--- src/sv/bvm_pkg.sv ---
// ----------------------------------------------------------------------------
// bvm_pkg
// Shared constants for the battery voltage monitor: register indexes,
// register reset values, level codes and output buffer sizing.
// ----------------------------------------------------------------------------
package bvm_pkg;

    // Configuration port
    localparam int CFG_IDX_W  = 4;
    localparam int CFG_DATA_W = 16;
    localparam int CNT_W      = 10;     // width of the count registers
    localparam int CNT_LIMIT  = 1024;   // one past the largest count value
    localparam int TIME_W     = 16;
    localparam int NOW_W      = 32;

    localparam logic [CFG_IDX_W-1:0] CFG_SHUTDOWN = 4'd0;
    localparam logic [CFG_IDX_W-1:0] CFG_GOOD     = 4'd1;
    localparam logic [CFG_IDX_W-1:0] CFG_BAD      = 4'd2;
    localparam logic [CFG_IDX_W-1:0] CFG_STARTUP  = 4'd3;

    // Register reset values (ADC counts and milliseconds)
    localparam int SHUTDOWN_RST = 784;
    localparam int GOOD_RST     = 906;
    localparam int BAD_RST      = 797;
    localparam logic [TIME_W-1:0] STARTUP_RST = 16'd2600;

    // Battery level codes
    localparam int LEVEL_W = 2;
    localparam logic [LEVEL_W-1:0] LEVEL_GOOD = 2'd0;
    localparam logic [LEVEL_W-1:0] LEVEL_WARN = 2'd1;
    localparam logic [LEVEL_W-1:0] LEVEL_BAD  = 2'd2;

    // Result buffer
    localparam int FIFO_DEPTH = 8;
    localparam int INFLIGHT_W = $clog2(FIFO_DEPTH + 4);

endpackage

--- src/sv/bvm_sample_ring.sv ---
// ----------------------------------------------------------------------------
// bvm_sample_ring
// Sample ring memory: one write port, one registered read port, and a
// clearing sweep that zeroes one entry per cycle after reset or on request.
// ----------------------------------------------------------------------------
module bvm_sample_ring #(
    parameter int DEPTH = 128,
    parameter int WIDTH = 10
) (
    input  logic                     aclk,
    input  logic                     aresetn,
    input  logic                     clear_start,
    input  logic                     wr_en,
    input  logic [$clog2(DEPTH)-1:0] wr_addr,
    input  logic [WIDTH-1:0]         wr_data,
    input  logic [$clog2(DEPTH)-1:0] rd_addr,
    output logic [WIDTH-1:0]         rd_data,
    output logic                     busy
);
    localparam int AW = $clog2(DEPTH);

    logic [WIDTH-1:0] ring_mem [DEPTH];
    logic [WIDTH-1:0] rd_data_reg;
    logic             busy_reg;
    logic [AW-1:0]    sweep_idx_reg;

    // Sweep control: reset starts a full pass
    always_ff @(posedge aclk) begin
        if (!aresetn) begin
            busy_reg      <= 1'b1;
            sweep_idx_reg <= '0;
        end else if (busy_reg) begin
            if (sweep_idx_reg == AW'(DEPTH - 1)) begin
                busy_reg      <= 1'b0;
                sweep_idx_reg <= '0;
            end else begin
                sweep_idx_reg <= sweep_idx_reg + 1'b1;
            end
        end else if (clear_start) begin
            busy_reg      <= 1'b1;
            sweep_idx_reg <= '0;
        end
    end

    always_ff @(posedge aclk) begin
        if (busy_reg) begin
            ring_mem[sweep_idx_reg] <= '0;
        end else if (wr_en) begin
            ring_mem[wr_addr] <= wr_data;
        end
        rd_data_reg <= ring_mem[rd_addr];
    end

    assign rd_data = rd_data_reg;
    assign busy    = busy_reg;

endmodule

--- src/sv/bvm_out_fifo.sv ---
// ----------------------------------------------------------------------------
// bvm_out_fifo
// Small result buffer that decouples the fixed pipeline from the output
// channel; reports its fill level so the input side can reserve space.
// ----------------------------------------------------------------------------
module bvm_out_fifo #(
    parameter int WIDTH = 13,
    parameter int DEPTH = 8
) (
    input  logic                       aclk,
    input  logic                       aresetn,
    input  logic                       push,
    input  logic [WIDTH-1:0]           push_data,
    output logic                       out_valid,
    input  logic                       out_ready,
    output logic [WIDTH-1:0]           out_data,
    output logic [$clog2(DEPTH+1)-1:0] count
);
    localparam int PW = $clog2(DEPTH);
    localparam int CW = $clog2(DEPTH + 1);

    logic [WIDTH-1:0] buf_mem [DEPTH];
    logic [PW-1:0]    head_reg, tail_reg;
    logic [CW-1:0]    count_reg;
    logic             pop;

    assign pop = out_valid && out_ready;

    always_ff @(posedge aclk) begin
        if (!aresetn) begin
            head_reg  <= '0;
            tail_reg  <= '0;
            count_reg <= '0;
        end else begin
            if (push) begin
                tail_reg <= (tail_reg == PW'(DEPTH - 1)) ? '0 : tail_reg + 1'b1;
            end
            if (pop) begin
                head_reg <= (head_reg == PW'(DEPTH - 1)) ? '0 : head_reg + 1'b1;
            end
            case ({push, pop})
                2'b10:   count_reg <= count_reg + 1'b1;
                2'b01:   count_reg <= count_reg - 1'b1;
                default: count_reg <= count_reg;
            endcase
        end
    end

    always_ff @(posedge aclk) begin
        if (push) begin
            buf_mem[tail_reg] <= push_data;
        end
    end

    assign out_valid = (count_reg != '0);
    assign out_data  = buf_mem[head_reg];
    assign count     = count_reg;

endmodule

--- src/sv/battery_voltage_monitor.sv ---
// ----------------------------------------------------------------------------
// battery_voltage_monitor: moving-average supervisor with power enable.
// Beats pass stage 1, stage 2, the product register and result buffer; one beat per
// cycle sustained while the buffer has room and no ring clear holds s_tready low.
// Synchronous reset or a shutdown starts a ring clear sweep, holding s_tready low.
// ----------------------------------------------------------------------------
module battery_voltage_monitor #(
    parameter int RING_DEPTH  = 128,
    parameter int DECIMATION  = 2,
    parameter int SAMPLE_BITS = 10
) (
    input  logic aclk,
    input  logic aresetn,

    // Input beats
    input  logic s_tvalid,
    output logic s_tready,
    // battery_sample [SAMPLE_BITS-1:0], now_ms [SAMPLE_BITS+31:SAMPLE_BITS], zero pad
    input  logic [((SAMPLE_BITS + bvm_pkg::NOW_W + 7) / 8) * 8 - 1:0] s_tdata,

    // Result beats
    output logic m_tvalid,
    input  logic m_tready,
    // mean_count [SAMPLE_BITS-1:0], power_on [SAMPLE_BITS],
    // level [SAMPLE_BITS+2:SAMPLE_BITS+1], zero pad
    output logic [((SAMPLE_BITS + 3 + 7) / 8) * 8 - 1:0] m_tdata,

    // Register writes
    input  logic                           cfg_wr_en,
    input  logic [bvm_pkg::CFG_IDX_W-1:0]  cfg_index,
    input  logic [bvm_pkg::CFG_DATA_W-1:0] cfg_wdata
);
    import bvm_pkg::*;

    // ------------------------------------------------------------------
    // Derived sizes
    // ------------------------------------------------------------------
    localparam int M_DATA_W = ((SAMPLE_BITS + 3 + 7) / 8) * 8;
    localparam int OUT_W    = SAMPLE_BITS + 1 + LEVEL_W;
    localparam int LOG_D    = $clog2(RING_DEPTH);
    localparam int SUM_W    = $clog2(RING_DEPTH * ((1 << SAMPLE_BITS) - 1) + 1);
    localparam int THR_W    = $clog2(CNT_LIMIT * RING_DEPTH + 1);
    localparam int CMP_W    = (SUM_W > THR_W) ? SUM_W : THR_W;
    localparam int PHASE_W  = (DECIMATION > 1) ? $clog2(DECIMATION) : 1;

    // floor(sum / RING_DEPTH) = (sum * RECIP) >> SHIFT, exact for every sum
    localparam int SHIFT    = SUM_W + LOG_D;
    localparam int RECIP_W  = SUM_W + 1;
    localparam int PROD_W   = SUM_W + RECIP_W;
    localparam logic [63:0] RECIP_WIDE =
        ((64'd1 << SHIFT) + 64'(RING_DEPTH) - 64'd1) / 64'(RING_DEPTH);
    localparam logic [RECIP_W-1:0] RECIP = RECIP_W'(RECIP_WIDE);

    // Count thresholds scaled into the sum domain:
    //   mean >  T  <=>  sum >= (T + 1) * RING_DEPTH
    //   mean >= T  <=>  sum >=  T      * RING_DEPTH
    localparam logic [THR_W-1:0] SHUT_THR_RST = THR_W'((SHUTDOWN_RST + 1) * RING_DEPTH);
    localparam logic [THR_W-1:0] GOOD_THR_RST = THR_W'((GOOD_RST + 1) * RING_DEPTH);
    localparam logic [THR_W-1:0] BAD_THR_RST  = THR_W'(BAD_RST * RING_DEPTH);

    // ------------------------------------------------------------------
    // Configuration: store thresholds pre-scaled so the hot path compares
    // the running sum directly (no divide in the decision loop).
    // ------------------------------------------------------------------
    logic [THR_W-1:0]  shut_thr_reg, good_thr_reg, bad_thr_reg;
    logic [TIME_W-1:0] startup_reg;
    logic [CNT_W-1:0]  wr_cnt;
    logic [THR_W-1:0]  wr_thr, wr_thr_plus1;

    assign wr_cnt       = cfg_wdata[CNT_W-1:0];
    assign wr_thr       = THR_W'(wr_cnt) * THR_W'(RING_DEPTH);
    assign wr_thr_plus1 = THR_W'({1'b0, wr_cnt} + {{CNT_W{1'b0}}, 1'b1}) * THR_W'(RING_DEPTH);

    always_ff @(posedge aclk) begin
        if (!aresetn) begin
            shut_thr_reg <= SHUT_THR_RST;
            good_thr_reg <= GOOD_THR_RST;
            bad_thr_reg  <= BAD_THR_RST;
            startup_reg  <= STARTUP_RST;
        end else if (cfg_wr_en) begin
            unique case (cfg_index)
                CFG_SHUTDOWN: shut_thr_reg <= wr_thr_plus1;
                CFG_GOOD:     good_thr_reg <= wr_thr_plus1;
                CFG_BAD:      bad_thr_reg  <= wr_thr;
                CFG_STARTUP:  startup_reg  <= cfg_wdata[TIME_W-1:0];
                default: ;  // unmapped index: drop the write
            endcase
        end
    end

    // ------------------------------------------------------------------
    // Accept stage: decimate, claim a ring slot and start its read.
    // The ring read is issued at the write pointer on every edge, so the
    // accepted item finds the old entry of its slot in the next cycle.
    // ------------------------------------------------------------------
    logic [SAMPLE_BITS-1:0] in_sample;
    logic [NOW_W-1:0]       in_now;
    logic                   accept;
    logic                   is_store;
    logic [PHASE_W-1:0]     phase_reg;
    logic [LOG_D-1:0]       wp_reg;

    assign in_sample = s_tdata[SAMPLE_BITS-1:0];
    assign in_now    = s_tdata[SAMPLE_BITS +: NOW_W];
    assign accept    = s_tvalid && s_tready;
    assign is_store  = (phase_reg == PHASE_W'(DECIMATION - 1));

    always_ff @(posedge aclk) begin
        if (!aresetn) begin
            phase_reg <= '0;
            wp_reg    <= '0;
        end else if (accept) begin
            phase_reg <= is_store ? '0 : phase_reg + 1'b1;
            if (is_store) begin
                wp_reg <= (wp_reg == LOG_D'(RING_DEPTH - 1)) ? '0 : wp_reg + 1'b1;
            end
        end
    end

    // Stage 1 holding registers
    logic                   s1_valid_reg;
    logic                   s1_store_reg;
    logic [SAMPLE_BITS-1:0] s1_sample_reg;
    logic [LOG_D-1:0]       s1_slot_reg;
    logic                   s1_late_reg;

    always_ff @(posedge aclk) begin
        if (!aresetn) begin
            s1_valid_reg <= 1'b0;
        end else begin
            s1_valid_reg <= accept;
        end
    end

    always_ff @(posedge aclk) begin
        if (accept) begin
            s1_store_reg  <= is_store;
            s1_sample_reg <= in_sample;
            s1_slot_reg   <= wp_reg;
            s1_late_reg   <= (in_now > NOW_W'(startup_reg));
        end
    end

    // ------------------------------------------------------------------
    // Sample ring
    // ------------------------------------------------------------------
    logic [SAMPLE_BITS-1:0] ring_old;
    logic                   ring_busy;
    logic                   clear_now;

    bvm_sample_ring #(
        .DEPTH (RING_DEPTH),
        .WIDTH (SAMPLE_BITS)
    ) u_ring (
        .aclk        (aclk),
        .aresetn     (aresetn),
        .clear_start (clear_now),
        .wr_en       (s1_valid_reg && s1_store_reg),
        .wr_addr     (s1_slot_reg),
        .wr_data     (s1_sample_reg),
        .rd_addr     (wp_reg),
        .rd_data     (ring_old),
        .busy        (ring_busy)
    );

    // ------------------------------------------------------------------
    // Stage 1: update the running sum, decide power and level.
    // Sum, power and ring write commit here, so back-to-back items chain
    // through sum_reg with no hazard.
    // ------------------------------------------------------------------
    logic [SUM_W-1:0]   sum_reg;
    logic               power_reg;
    logic [SUM_W-1:0]   new_sum;
    logic [CMP_W-1:0]   sum_cmp;
    logic               above_shut, above_good, above_bad;
    logic               power_next;
    logic [LEVEL_W-1:0] level_next;

    assign new_sum = s1_store_reg
                   ? (sum_reg - SUM_W'(ring_old) + SUM_W'(s1_sample_reg))
                   : sum_reg;
    assign sum_cmp    = CMP_W'(new_sum);
    assign above_shut = (sum_cmp >= CMP_W'(shut_thr_reg));
    assign above_good = (sum_cmp >= CMP_W'(good_thr_reg));
    assign above_bad  = (sum_cmp >= CMP_W'(bad_thr_reg));

    // Power turns on only past startup with the mean above shutdown; a drop
    // to or below shutdown while on clears the whole ring.
    assign power_next = s1_late_reg && above_shut;
    assign clear_now  = s1_valid_reg && power_reg && !above_shut;

    always_comb begin
        if (above_good) begin
            level_next = LEVEL_GOOD;
        end else if (above_bad) begin
            level_next = LEVEL_WARN;
        end else begin
            level_next = LEVEL_BAD;
        end
    end

    always_ff @(posedge aclk) begin
        if (!aresetn) begin
            sum_reg   <= '0;
            power_reg <= 1'b0;
        end else if (s1_valid_reg) begin
            sum_reg   <= clear_now ? '0 : new_sum;
            power_reg <= power_next;
        end
    end

    // Stage 2: hold the sum seen by this item (before any clear)
    logic               s2_valid_reg;
    logic [SUM_W-1:0]   s2_sum_reg;
    logic               s2_power_reg;
    logic [LEVEL_W-1:0] s2_level_reg;

    always_ff @(posedge aclk) begin
        if (!aresetn) begin
            s2_valid_reg <= 1'b0;
        end else begin
            s2_valid_reg <= s1_valid_reg;
        end
    end

    always_ff @(posedge aclk) begin
        if (s1_valid_reg) begin
            s2_sum_reg   <= new_sum;
            s2_power_reg <= power_next;
            s2_level_reg <= level_next;
        end
    end

    // Stage 3: reciprocal multiply for the mean
    logic               p_valid_reg;
    logic [PROD_W-1:0]  prod_reg;
    logic               p_power_reg;
    logic [LEVEL_W-1:0] p_level_reg;

    always_ff @(posedge aclk) begin
        if (!aresetn) begin
            p_valid_reg <= 1'b0;
        end else begin
            p_valid_reg <= s2_valid_reg;
        end
    end

    always_ff @(posedge aclk) begin
        if (s2_valid_reg) begin
            prod_reg    <= PROD_W'(s2_sum_reg) * PROD_W'(RECIP);
            p_power_reg <= s2_power_reg;
            p_level_reg <= s2_level_reg;
        end
    end

    // ------------------------------------------------------------------
    // Result buffer. The pipeline after the accept stage never stalls, so
    // the input side reserves a buffer slot for every beat in flight.
    // ------------------------------------------------------------------
    logic [OUT_W-1:0]                  fifo_in, fifo_out;
    logic [$clog2(FIFO_DEPTH+1)-1:0]   fifo_count;
    logic [INFLIGHT_W-1:0]             occupancy;
    logic                              room;

    assign fifo_in = {p_level_reg, p_power_reg, prod_reg[SHIFT +: SAMPLE_BITS]};

    bvm_out_fifo #(
        .WIDTH (OUT_W),
        .DEPTH (FIFO_DEPTH)
    ) u_out_fifo (
        .aclk      (aclk),
        .aresetn   (aresetn),
        .push      (p_valid_reg),
        .push_data (fifo_in),
        .out_valid (m_tvalid),
        .out_ready (m_tready),
        .out_data  (fifo_out),
        .count     (fifo_count)
    );

    assign m_tdata = M_DATA_W'(fifo_out);

    assign occupancy = INFLIGHT_W'(fifo_count)
                     + INFLIGHT_W'(s1_valid_reg)
                     + INFLIGHT_W'(s2_valid_reg)
                     + INFLIGHT_W'(p_valid_reg);
    assign room      = (occupancy < INFLIGHT_W'(FIFO_DEPTH));

    // Hold input during a ring sweep and in the cycle a clear is decided,
    // so no item reads an entry that is about to be zeroed.
    assign s_tready = room && !ring_busy && !clear_now;

    // ------------------------------------------------------------------
    // Checks
    // ------------------------------------------------------------------
    // The buffer must never be pushed while full.
    assert property (@(posedge aclk) disable iff (!aresetn)
        p_valid_reg |-> (fifo_count < ($clog2(FIFO_DEPTH+1))'(FIFO_DEPTH)
                         || (m_tvalid && m_tready)))
        else $error("result buffer overflow");

    // A clear empties the sum and starts the ring sweep on the next edge.
    assert property (@(posedge aclk) disable iff (!aresetn)
        clear_now |=> (ring_busy && sum_reg == '0 && !power_reg))
        else $error("clear did not take effect");

    // Nothing enters stage 1 while the ring is being swept.
    assert property (@(posedge aclk) disable iff (!aresetn)
        ring_busy |=> !s1_valid_reg || $past(!ring_busy))
        else $error("item accepted during ring sweep");

    // Results carry one of the three level codes.
    assert property (@(posedge aclk) disable iff (!aresetn)
        m_tvalid |-> (fifo_out[OUT_W-1 -: LEVEL_W] == LEVEL_GOOD
                      || fifo_out[OUT_W-1 -: LEVEL_W] == LEVEL_WARN
                      || fifo_out[OUT_W-1 -: LEVEL_W] == LEVEL_BAD))
        else $error("invalid level code");

endmodule

--- config.mk ---
export PLATFORM = sky130hd
export DESIGN_NAME = battery_voltage_monitor
export DESIGN_NICKNAME = d
export VERILOG_FILES = /design/src/sv/bvm_pkg.sv /design/src/sv/bvm_sample_ring.sv /design/src/sv/bvm_out_fifo.sv /design/src/sv/battery_voltage_monitor.sv
export SDC_FILE = /design/constraint.sdc
export NUM_CORES = 2
export LEC_CHECK = 0
export ABC_AREA = 1
export BUFFER_PORTS_ARGS = -buffer_cell sky130_fd_sc_hd__clkbuf_2
export CORE_UTILIZATION = 40
export DETAILED_ROUTE_END_ITERATION = 16
export PLACE_DENSITY = 0.67
export SYNTH_ARGS = -nofsm -noshare
export SYNTH_HDL_FRONTEND = slang
export SYNTH_SLANG_ARGS = --single-unit
--- constraint.sdc ---
create_clock -name aclk -period 6.7 [get_ports aclk]
set_clock_uncertainty 0.1 [all_clocks]
set_input_delay 0.67 -clock aclk [delete_from_list [all_inputs] [get_ports aclk]]
set_output_delay 0.67 -clock aclk [all_outputs]
set_load 0.005 [all_outputs]
# Word-level counts from Yosys, hierarchy flattened
# Memories as Yosys holds them, arrays and structs flattened. A register that Yosys moved wholly into a read port is not among the register bits.
# Cells that the tools add are included.
# word_totals
reg_bits	154
mem_count	2
mem_bits_rw	1384
# op_classes
mux	26
n_lt_le_gt_ge	5
reduce_logical	21
eq_ne	9
n_addsub	13
# mem_list
memory	words	width	read_ports	rd_ports_with_merged_regs	wr	line	source
u_ring.ring_mem	128	10	1	1	1	bvm_sample_ring.sv:22	logic [WIDTH-1:0] ring_mem [DEPTH];
u_out_fifo.buf_mem	8	13	1	1	1	bvm_out_fifo.sv:22	logic [WIDTH-1:0] buf_mem [DEPTH];
# ops
op	n
17-bit by 18-bit greater-or-equal comparator with 1-bit output	2
7-bit 2-to-1 mux	5
17-bit 2-to-1 mux	2
32-bit by 16-bit greater-than comparator with 1-bit output	1
17-bit by 10-bit adder with 17-bit output	1
17-bit greater-or-equal comparator	1
17-bit by 10-bit subtractor with 17-bit output	1
7-bit by 1-bit adder with 7-bit output, second input constant	2
7-bit == test, second input constant	2
4-bit by 1-bit adder with 4-bit output	3
1-bit 2-to-1 mux	12
3-bit 2-to-1 mux	4
10-bit by 1-bit adder with 11-bit output, second input constant	1
10-bit 2-to-1 mux	1
2-bit AND reduction	5
10-bit OR reduction	1
4-bit by 2-bit == test with 1-bit output, second input constant	2
1-bit logical AND	8
4-bit one-hot mux with 2 select lines	1
3-bit by 1-bit adder with 3-bit output, second input constant	2
3-bit == test, second input constant	2
4-bit by 1-bit adder with 4-bit output, second input constant	1
4-bit by 1-bit == test with 1-bit output, second input constant	1
4-bit zero test	1
other kinds (9)	12

# Longest topological paths before layout
# logic_depth
depth_word	10
ltp_mapped	29
mapped_depth_nobuf	28

# By module
# A second synthesis with hierarchy kept.
# unflattened
cells_unflattened	5773
hier_area_um2	64838.4
# modules_own_cells
mod	cells_each	seq_area_each_um2	n_inst	area_each_um2
bvm_sample_ring	4509	38797.2	1	52902.0
battery_voltage_monitor	877	2892.8	1	7204.4
bvm_out_fifo	387	3383.2	1	4732.0

# Least setup slack after synthesis
# No wires, ideal clock.
# synth_timing
kind	reg-to-reg
from	reg s1_valid_reg
to	mem u_ring.ring_mem[0][0] (data pin)
t_required_ps	5802
period_less_slack_ps	5220
path_slack_ps	1480
setup_ps	798
arrival_time_ps	4322
path_buffers	3
stages_incl_launch_ff	6
cell_sequence	dfxtp_1 > buf_4 > nand3_2 > buf_4 > clkbuf_1 > nor2_1
# synth_via
elab_chain_len	6
# synth_rtl
element	line	source
start, declared	battery_voltage_monitor.sv:121	logic s1_valid_reg;
start signal, assigned	battery_voltage_monitor.sv:131	s1_valid_reg <= accept;
1-bit logical AND	battery_voltage_monitor.sv:158	.wr_en (s1_valid_reg && s1_store_reg),
1-bit 2-to-1 mux	bvm_sample_ring.sv:48	end else if (wr_en) begin
1-bit 2-to-1 mux	bvm_sample_ring.sv:46	if (busy_reg) begin
1-bit 2-to-1 mux (not written as such)	bvm_sample_ring.sv:49	ring_mem[wr_addr] <= wr_data;
10-bit OR reduction (no source line)	--	
10-bit 2-to-1 mux (no source line)	--	
end, declared	bvm_sample_ring.sv:22	
# No other way between the ends.

# Worst setup path in the final report
# layout_timing
from	reg s1_sample_reg[4]
to	out s_tready
# layout_via
elab_chain_len	7
# layout_rtl
element	line	source
start, declared	battery_voltage_monitor.sv:123	logic [SAMPLE_BITS-1:0] s1_sample_reg;
start signal, assigned	battery_voltage_monitor.sv:138	s1_sample_reg <= in_sample;
17-bit by 10-bit adder with 17-bit output	battery_voltage_monitor.sv:180	? (sum_reg - SUM_W'(ring_old) + SUM_W'(s1_sample_reg))
17-bit 2-to-1 mux	battery_voltage_monitor.sv:180	
named net new_sum[15]	battery_voltage_monitor.sv:173	logic [SUM_W-1:0] new_sum;
17-bit by 18-bit greater-or-equal comparator with 1-bit output	battery_voltage_monitor.sv:183	assign above_shut = (sum_cmp >= CMP_W'(shut_thr_reg));
1-bit zero test	battery_voltage_monitor.sv:190	assign clear_now = s1_valid_reg && power_reg && !above_shut;
1-bit logical AND	battery_voltage_monitor.sv:190	
1-bit zero test	battery_voltage_monitor.sv:291	assign s_tready = room && !ring_busy && !clear_now;
1-bit logical AND	battery_voltage_monitor.sv:291	
end, declared	battery_voltage_monitor.sv:17	output logic s_tready,
# The timed path passes the listed nets, and every way through them passes these cells.

==> metrics.yaml <==
seq_power_share_pct: 53.6
root_buffer: "clkbuf_16"
ios: 91
path_clk_slew_ps: 60
portBuffers: 81
rr_worst_depth: 23
fin_cells: 7304
worstPathMaxFanout: 5
overflow: 0
crit_required_ps: 5930
yosysTopAreaCellShare_pct: 68.3
clk_latency_ps: 790
fin_area_mm2: 0.0701
cp-end-kind: "output port"
hpwl_um: 93600
clock_sinks: 1537
path_class: "reg -> out"
max_stage_delay_ps: 540
worstPathArrival_ps: 4970
nets: 5285
globalplace.congestion: 0.854
hp-class: "in -> reg"
clkPwrFrac_pct: 42.3
fin_crit_ps: 5740
r2r-end: "s1_sample_reg[2]"
synth_area_per_cell_um2: 12.3
rrSetupSlack_ps: 1680
rr_startpoint: "s1_sample_reg[5]"
remaining_drc_errors: 0
grt_pass1_wl_um: 241000
cp.depth: 21
ys_seq_elements: 1537
endpoint: "s_tready"
max-cap-violations: 0
fp.coreArea_mm2: 0.156
tightestPinTransition_ps: 1220
dieArea_mm2: 0.159
placed_cells: 7019
die_h_um: 398
critPathBufInv: 4
syn_area_mm2: 0.0628
power_density_mw_per_mm2: 277
drive_above_1_share_pct: 8.49
start_util_pct: 40.3
holdWs_ps: 38.6
power.switching_w: 0.00424
ir_drop_mv: 0.254
synthDistinctLibCells: 57
rows: 145
grt_setup_unrepaired: "no"
synthCells: 5108
drt_iter0_drc: 5173
clock.fmax_ghz: 0.174
combPwrFrac_pct: 4.1
first_pass_iters: 5
p_leak_nw: 24.1
clk_path_buf_depth: 3
critPathTopFamily: "compound AO/OA/AOI/OAI gates"
grt_max_degree: 154
cts_tree: "built"
slew_viol_final: 0
slowest_stage: "fa_1"
nFillCells: 13800
antenna_found_initial: 3
cts_made_buffers: 156
place_area_mm2: 0.0652
crit_chain: "inv_1 -> fa_1 -> inv_1 -> ha_1 -> a21oi_1 -> nor2_1 -> nor2_1 -> nand2_1 -> nand4_1 -> nand3_1 -> nand3_1 -> o21ai_0 -> ha_1 -> a21o_1 -> o21ai_0 -> o21ai_0 -> a21oi_1 -> nand3_4 -> nand2_1 -> inv_1 -> clkbuf_2"
p_int_w: 0.0152
drt_wl_total_um: 163000
synth_edf_count: 1429
critPathLaunchType: "register"
ys.flop_type: "edfxtp_1"
grt_pass1_vias: 38100
setup_viol: 0
timing.final.crit_share_pct: 85.6
tns_ps: 0
final_hold_viol_count: 0
ant_nets: 0
yosys_warnings: 0
largest_reg_flops: 1280
wl_per_cell_um: 22.4
htree_levels: 4
grt_use_total_pct: 20.0
status: "finished, final reports clean"
syn2layout_area_growth_pct: 11.6
vias: 41300
swShare_pct: 21.8
post-cts-setup-buffers: 0
synth_area_leaders: "edfxtp_1 (68%), o21ai_0 (6.0%), nor2_1 (5.8%)"
ys_seq_area_share_pct: 71.7
viasPerCell: 5.65
dieWidth_um: 398
async_flop_share_pct: 0
synth_top_area_cell: "edfxtp_1"
critPathLaunch: "s1_sample_reg[4]"
relSlewSlack_pct: 18.6
-- power groups by stage --
stage	combinational (W)	clock (W)	sequential, W
after detailed placement	0.000796	0	0.0106
after floorplan	0.000497	0	0.0106
after global routing	0.000897	0.00866	0.0104
after global placement	0.000778	0	0.0106
final	0.000800	0.00821	0.0104
after CTS	0.000803	0.00829	0.0104
-- layout make-up --
| class | count | area, um^2 | share of cell area (%) |
|---|---|---|---|
| Clock inverter | 76 | 614 | 0.876 |
| Inverter | 200 | 769 | 1.10 |
| Tap cell | 2058 | 2570 | 3.67 |
| Sequential cell | 1537 | 45100 | 64.3 |
| Antenna cell | 3 | 7.51 | 0.0107 |
| Timing Repair Buffer | 177 | 1230 | 1.76 |
| Clock buffer | 199 | 4170 | 5.95 |
| Multi-Input combinational cell | 3054 | 15600 | 22.3 |
-- how the worst min path moves through the flow --
stage | endpoint | cells past startpoint | startpoint
floorplan | p_level_reg[0] | 0 | s2_level_reg[0]
global placement | prod_reg[27] | 0 | s2_sum_reg[10]
detailed placement | prod_reg[26] | 0 | s2_sum_reg[9]
CTS | startup_reg[11] | 3 | cfg_wdata[11]
global route | s1_sample_reg[0] | 1 | s_tdata[0]
finish | s1_sample_reg[0] | 1 | s_tdata[0]
-- metrics by stage --
stage / power (W) / util, % / setup WS (ps)
global route: 0.0200 / 44.9 / 560
detailed placement: 0.0114 / 41.8 / 1730
finish: 0.0194 / 44.9 / 965
floorplan: 0.0111 / - / 1480
CTS: 0.0195 / 44.9 / 957
global placement: 0.0114 / 41.8 / 1740
-- metal layers --
layer / up-vias / track usage [%] / wire (um)
met4: 0 / 6.57 / 4860
met2: 1870 / 31.3 / 75800
met5: - / 0 / 0
li1: 18700 / - / -
met3: 306 / 3.43 / 14300
met1: 20400 / 28.4 / 68400
-- synthesized netlist by cell type (10+ instances only) --
cell	count
nor2_1	971
a21oi_2	10
edfxtp_1	1429
buf_4	23
ha_1	74
nor4_1	11
nand2_2	14
buf_1	12
inv_1	185
xor2_1	14
o21ai_0	759
clkbuf_1	192
nor3_1	15
fa_1	12
o21ai_1	16
nand4_1	44
nand3_1	170
dfxtp_1	108
o211ai_1	49
o221ai_1	113
a21oi_1	125
o22ai_1	203
nand2_1	376
a31oi_1	23
buf_2	81
-- cell families (layout without fill, tap and decap cells) --
group	count (synthesis)	count (layout)	synth area share, %
other	1	6	0.00597
flip-flops	1537	1537	71.7
XOR/XNOR	18	18	0.251
buffers and inverters	519	652	3.55
adder cells (fa/ha/maj)	86	86	1.86
AND/OR/NAND/NOR	1627	1627	10.6
AO/OA/AOI/OAI	1320	1320	12.0
-- cell usage in the layout, fill, tap and decap left out, types with 14 or more instances in the layout --
cell type and instances:
clkinv_2 22, nand4_1 44, clkbuf_16 158, o21ai_0 759
o21ai_1 16, o211ai_1 49, inv_1 184, clkbuf_2 81
a31oi_1 23, edfxtp_1 1429, buf_4 82, nand3_1 170
ha_1 74, nand2_1 374, clkbuf_1 35, a21oi_1 125
clkinv_1 41, xor2_1 14, o22ai_1 203, nor2_1 960
o221ai_1 113, nand2_2 16, dfxtp_1 105, nor3_1 15
-- what timing repair did --
| item | in CTS | in global routing |
|---|---|---|
| hold buffers | 7 | 0 |
| endpoints found under the hold margin | 7 | 0 |
| gates resized for setup | 0 | 0 |
No activity file was read; power rests on OpenSTA's default activity.
